`src/rtl/tawac_pkg.sv`:
```
package tawac_pkg;

  typedef struct packed {
    logic [7:0] red;
    logic [7:0] green;
    logic [7:0] blue;
    logic [7:0] alpha;
  } pixel_t;

  typedef struct packed {
    logic [17:0] tile_number;
    logic [15:0] avg_red;
    logic [15:0] avg_green;
    logic [15:0] avg_blue;
    logic        fully_transparent;
    logic        final_tile;
  } result_t;

  localparam int unsigned CfgW = 13;
  localparam logic [2:0] RegImageWidth  = 3'd0;
  localparam logic [2:0] RegImageHeight = 3'd1;
  localparam logic [2:0] RegTileWidth   = 3'd2;
  localparam logic [2:0] RegTileHeight  = 3'd3;
  localparam logic [2:0] RegTileColumns = 3'd4;

  localparam logic [15:0] HalfGray = 16'd32640;

  // Sum widths: enough for 256x256 tiles of full-scale pixels
  localparam int unsigned CSumW = 32;
  localparam int unsigned ASumW = 24;
  localparam int unsigned DivW  = CSumW + 8;

  typedef enum logic [2:0] {
    StIdle,
    StRead,
    StAccum,
    StDivide,
    StOutput,
    StClear
  } state_e;

  // Controller to datapath
  typedef struct packed {
    logic capture;    // register the incoming pixel and its position
    logic read_sums;  // registered read of the column's sums
    logic write_sums; // write back the updated sums
    logic clear_col;  // write zero to the column when its tile closes
    logic div_start;  // load the divider
    logic div_step;   // one restoring step
    logic load_out;   // fill the output register
    logic clear_step; // one entry of the clearing pass
  } dp_cmd_t;

  // Datapath to controller
  typedef struct packed {
    logic in_tiles;  // captured pixel falls in a whole tile
    logic tile_done; // captured pixel closes its tile
    logic zero_reg;  // some register is zero
    logic div_done;
    logic clear_done;
  } dp_status_t;

endpackage

```
`src/rtl/tawac_ctrl.sv`:
```
module tawac_ctrl (
  input  logic                  clk_i,
  input  logic                  rst_ni,
  input  logic                  in_valid_i,
  output logic                  in_stall_o,
  output logic                  out_valid_o,
  input  logic                  out_stall_i,
  input  logic                  cfg_hit_i,
  input  tawac_pkg::dp_status_t status_i,
  output tawac_pkg::dp_cmd_t    cmd_o
);
  import tawac_pkg::*;

  state_e state_q, state_d;
  logic   ov_q, ov_d;

  always_ff @(posedge clk_i or negedge rst_ni) begin
    if (!rst_ni) begin
      state_q <= StClear;
      ov_q    <= 1'b0;
    end else begin
      state_q <= state_d;
      ov_q    <= ov_d;
    end
  end

  assign out_valid_o = ov_q;

  always_comb begin
    state_d    = state_q;
    ov_d       = ov_q && out_stall_i;
    cmd_o      = '0;
    in_stall_o = 1'b1;
    case (state_q)
      StClear: begin
        cmd_o.clear_step = 1'b1;
        if (status_i.clear_done) state_d = StIdle;
      end
      StIdle: begin
        // with a zero register the request is taken and dropped
        in_stall_o = 1'b0;
        if (in_valid_i && !status_i.zero_reg) begin
          cmd_o.capture = 1'b1;
          state_d = StRead;
        end
      end
      StRead: begin
        if (status_i.in_tiles) begin
          cmd_o.read_sums = 1'b1;
          state_d = StAccum;
        end else begin
          state_d = StIdle;
        end
      end
      StAccum: begin
        if (status_i.tile_done) begin
          cmd_o.clear_col = 1'b1;
          cmd_o.div_start = 1'b1;
          state_d = StDivide;
        end else begin
          cmd_o.write_sums = 1'b1;
          state_d = StIdle;
        end
      end
      StDivide: begin
        if (status_i.div_done) state_d = StOutput;
        else cmd_o.div_step = 1'b1;
      end
      StOutput: begin
        if (!ov_q || !out_stall_i) begin
          cmd_o.load_out = 1'b1;
          ov_d = 1'b1;
          state_d = StIdle;
        end
      end
      default: state_d = StIdle;
    endcase
    if (cfg_hit_i && state_q != StClear) state_d = StClear;
  end
endmodule
```
`config.mk`:
```
export PLATFORM = sky130hd
export DESIGN_NAME = tawac_ctrl
export DESIGN_NICKNAME = d
export VERILOG_FILES = /design/src/rtl/tawac_pkg.sv /design/src/rtl/tawac_ctrl.sv
export SDC_FILE = /design/constraint.sdc
export NUM_CORES = 1
export LEC_CHECK = 0
export BUFFER_PORTS_ARGS = -buffer_cell sky130_fd_sc_hd__buf_2
export CORE_AREA = 5 5 42 44
export CTS_CLUSTER_SIZE = 25
export DETAILED_ROUTE_END_ITERATION = 6
export DIE_AREA = 0 0 47 49
export PLACE_DENSITY_LB_ADDON = 0.2
export SLEW_MARGIN = 40
export SYNTH_ARGS = -nofsm -noshare
export SYNTH_HDL_FRONTEND = slang
export SYNTH_SLANG_ARGS = --single-unit
```
`constraint.sdc`:
```
create_clock -name clk_i -period 3.2 [get_ports clk_i]
set_input_delay 0 -clock clk_i [delete_from_list [all_inputs] [get_ports clk_i]]
set_output_delay 0 -clock clk_i [all_outputs]
set_load 0.02 [all_outputs]
```
==> results.md, run 1 <==
* Post-synth ARST share at 1.00
* # diodes at 0
* Min-Delay Path Class: input pin to flop
* Slowest CP cell: dfstp_2
* Post-route ant nets at 0
* Most frequent cells after synthesis: nand2_1 (6), nor2_1 (4), nor3b_1 (3)
* DRT Wirelength at 842 um
* Initial antenna violation count at 0
* Syn Std Cell Area at 343 um^2
* Fill count at between 150 and 200
* Fin nets at 72
* Initial DRC Count at 2
* Area of the multi-input gates at just over 200 um^2
* Most common cell in the netlist: nand2_1
* Total Routing Usage GR at 0.0898
* Vias in the first global route at 341
* Die width at 47 um
* Drt via density at 4.62
* Setup TNS Final at 0 ns
* Clk_skew at around 0.0024 ns
* Max_slew headroom at 0.808
* CP bufs+invs at 0
* Wire length of the first global-routing pass at 1.44 mm
* Peak VDD IR at 0.267 mV
* Clock transition at path regs at 0.04 ns
* Starting density of the core at 0.245
* Worst-Margin Slew at 0.288 ns
* Yosys top cell by area: dfstp_2
* Leak at 0.234 nW
* Fin crit share at 0.437
* Final core utilization at 0.328
* Sequential-to-total area share from yosys stat at 0.299
* Skew-Pair Late Insertion Delay at between 0.2 and 0.25 ns
* Boundary pin count at 20
* Worst Setup End Kind: flop
* CTS H-tree lvls at 1
* PortBufs at 19
* Largest net degree at the start of global routing at 13
* CTS tree: done
* Top FF cell, synth: dfstp_2
* Routed via count at 351
* Post-CTS sizing at 0
* Dpl ws at 1.79 ns
* CP Cell Sequence: nor3b_1 > o21ai_2 > o221ai_2 > a32o_2
* Setup WS post-layout at 1.80 ns
* CP required at 3.32 ns
* Synth top area cells: dfstp_2 (15%), dfrtp_1 (15%), nand2_1 (6.6%)
* Synthesized Nets at 51
* Pwr Total at 0.399 mW
* CTS Hold Bufs at 1
* FMAX at 714 MHz
* Slew Viols, Final at 0
* Classification of the worst setup path: flop to flop
* PD cells at between 800 and 900 nW/um^2
* Total of max-cap violations at 0
* Final Non-Filler Cells at 76
* CP startpoint kind: flop
* FP Rows at 14
* TritonCTS Sinks at 4
* Placed Cells at 72
* Worst-path fanout max at 12
* Layout cells sized above 1 at 0.467
* Die height at 49 um
* Reg area at between 100 and 150 um^2
* Final Hold Fails at 0
* Outcome: finished clean
* Mapped Cells at 41
* CP max stage delay at 0.62 ns
* CTS buffer count at 3
* GRT overflow at 0
* Worst-case clock buffer depth at 2
* Register bit total from synthesis at 4
* Root Buffer: clkbuf_4
* Syn avg cell area at 8.36 um^2
* Fin crit period at 1.40 ns
* CORE AREA at between 1000 and 1500 um^2
* Final setup fails at 0
* EDFF count, synth at 0
* Synth warn at 0
* RSZ-0062 raised after global routing: false
* Routed wire per std cell at 11.1 um
* Post-synth top area share at 0.153
* CP Data Arrival Time at 1.52 ns
* Die area at approximately 2300 um^2
* DR pass1 iterations at 2
* Netlist cell types at 24
* DRC viols at 0
* Area growth, synth to finish at 33.9%
* Top delay family on crit path: flip-flops
* Gp weighted congestion at ~0.75
* # Post-CTS Setup Buffers at 0
-- cells by family (layout without fill, tap and decap cells) --
family / count (synthesis) / after routing / share of synthesized area
AND/OR/NAND/NOR: 21 / 21 / 0.336
AO/OA/AOI/OAI: 9 / 9 / 0.223
multiplexers: 1 / 1 / 0.0292
buffers and inverters: 6 / 25 / 0.113
flip-flops: 4 / 4 / 0.299
-- metal layers --
| metal | part of all wire | GRT usage | routed length, um | vias up |
|---|---|---|---|---|
| met4 | 0.014 | 0.0691 | 12 | 0 |
| met1 | 0.39 | 0.107 | 331 | 154 |
| met3 | 0.091 | 0.0406 | 77 | 2 |
| met2 | 0.50 | 0.120 | 420 | 13 |
| li1 | - | - | - | 182 |
| met5 | 0 | 0 | 0 | - |
-- worst paths after layout --
check / to / start / depth (start not counted) / slack, ns
max: state_q[1] / state_q[2] / 4 / 1.80
min: out_valid_o / out_stall_i / 3 / 0.03
max reg2reg: state_q[1] / state_q[2] / 4 / 1.80
min reg2reg: out_valid_o / out_valid_o / 2 / 0.54
max in group asynchronous: state_q[2] / rst_ni / 2 / 2.89
min in group asynchronous: state_q[1] / rst_ni / 2 / 0.10
-- flip-flops by register name (all words and copies together), names as in the netlist --
register / flops
out_valid_o: 1
state_q: 3
-- layout make-up --
| cell class | count | area share |
|---|---|---|
| multi-input combinational | 31 | 0.439 |
| timing repair buffer | 20 | 0.229 |
| sequential | 4 | 0.223 |
| clock buffer | 3 | 0.0490 |
| tap | 16 | 0.0436 |
| inverter | 2 | 0.0163 |
-- layout by cell type, fill, tap and decap left out, types with 2 or more instances in the layout --
master    instances
nor2b_1           2
nand2_1           6
o21ai_0           2
dfstp_2           2
and2_1            2
clkbuf_4          3
buf_2            19
dfrtp_1           2
nor3b_1           3
nor2_1            4
inv_1             2
-- where the power goes --
group	switching (mW)	internal, mW	leakage (nW)
Clock	0.0198	0.0419	0.0138
Sequential	0.0467	0.0843	0.0471
Combinational	0.116	0.0904	0.174
Total	0.183	0.217	0.234
-- tightest hold or removal path, stage by stage --
cell and delay, ns:
buf_2 0.09, nand2_1 0.08, nand2_1 0.07
-- per-stage QoR --
stage                     hold WS (ns)  instance area [um^2]
after floorplan                 -0.296                   343
after global placement          -0.190                   427
after detailed placement        -0.193                   427
after CTS                       0.0353                   459
after global routing            0.0521                   459
final                           0.0340                   459
Note: power is estimated with default switching activity, not from simulation.
==> run 2: changes to the inputs <==
- clock period: 3.2 -> 1.4 ns (I/O delays scaled with it)
==> run 2 against run 1 <==
- setup slack got worse by 1.7 ns
- combinational power increased to 3.2 times the previous value
- hold slack got worse by 0.015 ns
- clock-buffer cell count unchanged
- largest power group unchanged
==> results.md, run 2 (synthesis gave the netlist of run 1 again) <==
* Die height at 49 um (unchanged)
* PD cells at 2060 nW/um^2 (+140%)
* DR pass1 iterations at 4 (+2)
* Routed via count at 372 (+6.0%)
* PortBufs at 19 (unchanged)
* Final Hold Fails at 0 (unchanged)
* Fin crit share at 0.957
* Commonest non-fill, non-tap cell in the layout: buf_2
* CORE AREA at 1400 um^2 (unchanged)
* Fin crit period at roughly 1.3 ns
* Total Routing Usage GR at 0.0945 (+0.00475)
* Setup WS post-layout at 0.0603 ns (-1.74 ns)
* Final Cell Area at 515 um^2 (+12%)
* HPWL Detailed at 712 um
* Starting density of the core at 0.245 (unchanged)
* Layout cells sized above 1 at 0.538 (+0.0718)
* Leak at 0.261 nW (+11%)
* Die width at 47 um (unchanged)
* Routed wire per std cell at 11.0 um (-0.94%)
* Worst-Margin Slew at 0.327 ns (+0.0392 ns)
* CTS tree: done
* CP required at 1.40 ns (-1.92 ns)
* GRT overflow at 0 (unchanged)
* Min-Delay Path Class: input pin to flop
* Commonest non-fill, non-tap cells in the layout: buf_2 (17), nand2_1 (6), buf_4 (5)
* Classification of the worst setup path: flop to output port
* Slew Viols, Final at 0 (unchanged)
* DP Area at 449 um^2 (+5.3%)
* Total of max-cap violations at 0 (unchanged)
* Initial DRC Count at 3 (+1)
* Worst hold margin at 0.0187 ns (-0.0153 ns)
* Drt via density at 4.59 (-0.56%)
* Root Buffer: clkbuf_4
* CP Data Arrival Time at 1.34 ns (-0.18 ns)
* Clk_skew at 0.00450 ns (+0.00211 ns)
* FP Rows at 14 (unchanged)
* Fin nets at 77 (+6.9%)
* CTS buffer count at 3 (unchanged)
* Gp weighted congestion at 0.755 (+0.49%)
* Peak VDD IR at 0.752 mV (+180%)
* RSZ-0062 raised after global routing: true
* DRC viols at 0 (unchanged)
* CP startpoint kind: flop
* Initial antenna violation count at 0 (unchanged)
* TritonCTS Sinks at 4 (unchanged)
* Max reg flops at 3 (unchanged)
* Skew-Pair Late Insertion Delay at 0.24 ns (about the same)
* Max_slew headroom at 0.781 (-0.0262)
* Area growth, synth to finish at 50.4%
* Vias in the first global route at 353 (+3.5%)
* Worst Setup End Kind: output port
* Post-route ant nets at 0 (unchanged)
* Wire length of the first global-routing pass at 1.49 mm (+3.3%)
* Final setup fails at 0 (unchanged)
* Largest net degree at the start of global routing at 10 (-3)
* Largest Register: state_q
* # diodes at 0 (unchanged)
* Dpl ws at 0.0705 ns (-1.72 ns)
* Die area at 2300 um^2 (unchanged)
* Worst-path fanout max at 7 (-5)
* Boundary pin count at 20 (unchanged)
* Clock transition at path regs at 0.04 ns (about the same)
* FMAX at 746 MHz
* Worst-case clock buffer depth at 2 (unchanged)
* Outcome: finished clean
* Pwr Total at 1.06 mW (+170%)
* CTS H-tree lvls at 1 (unchanged)
* DRT Wirelength at 889 um (+5.6%)
run 2: cell count changes in the layout (fill, tap and decap cells not counted), sizes merged:
| cell | before | now |
|---|---|---|
| buf | 19 | 24 |
run 2: final cells by class:
type	count	area [um^2]
timing repair buffer	25	155
inverter	2	7.51
tap	16	20.0
multi-input combinational	31	206
sequential	4	104
clock buffer	3	22.5
fill	176	886
run 2: worst max-delay path, cell delays in order, from the launching register on:
cell     delay (ns)
dfrtp_2        0.44
or3_4          0.40
nor2_1         0.10
buf_2          0.16
run 2: timing repair:
action / CTS / global route
hold endpoints to repair: 4 / 0
setup buffers: 0 / 2
resized for setup: 1 / 5
endpoints found under the setup margin: 1 / 3
hold buffers: 1 / 0
run 2: metal layers:
layer  up-vias  share of wire  GRT usage
met1       167           0.41      0.104
met2        15           0.50      0.136
met5         -              0          0
met4         0              0     0.0691
li1        190              -          -
met3         0          0.087     0.0443
run 2: power breakdown:
| group | switching, mW | internal [mW] |
|---|---|---|
| Sequential | 0.0596 | 0.192 |
| Combinational | 0.345 | 0.319 |
| Clock | 0.0495 | 0.0960 |
| Total | 0.454 | 0.607 |
run 2: worst paths after layout:
path	slack, ns	endpoint	cells after the start	start
worst max-delay path	0.06	cmd_o[7]	3	state_q[1]
worst min-delay path	0.02	out_valid_o	3	out_stall_i
worst max register to register	0.06	state_q[1]	4	state_q[2]
worst min register to register	0.54	out_valid_o	2	out_valid_o
max in group asynchronous	1.10	state_q[0]	2	rst_ni
min in group asynchronous	0.09	out_valid_o	2	rst_ni
run 2: metrics by stage:
step           instances  TNS (ns)  utilization
2_1_floorplan         41         0            -
3_3_place_gp          75         0        0.321
3_5_place_dp          75         0        0.321
4_1_cts               79         0        0.345
5_1_grt               81   -0.0344        0.368
6_report              81         0        0.368
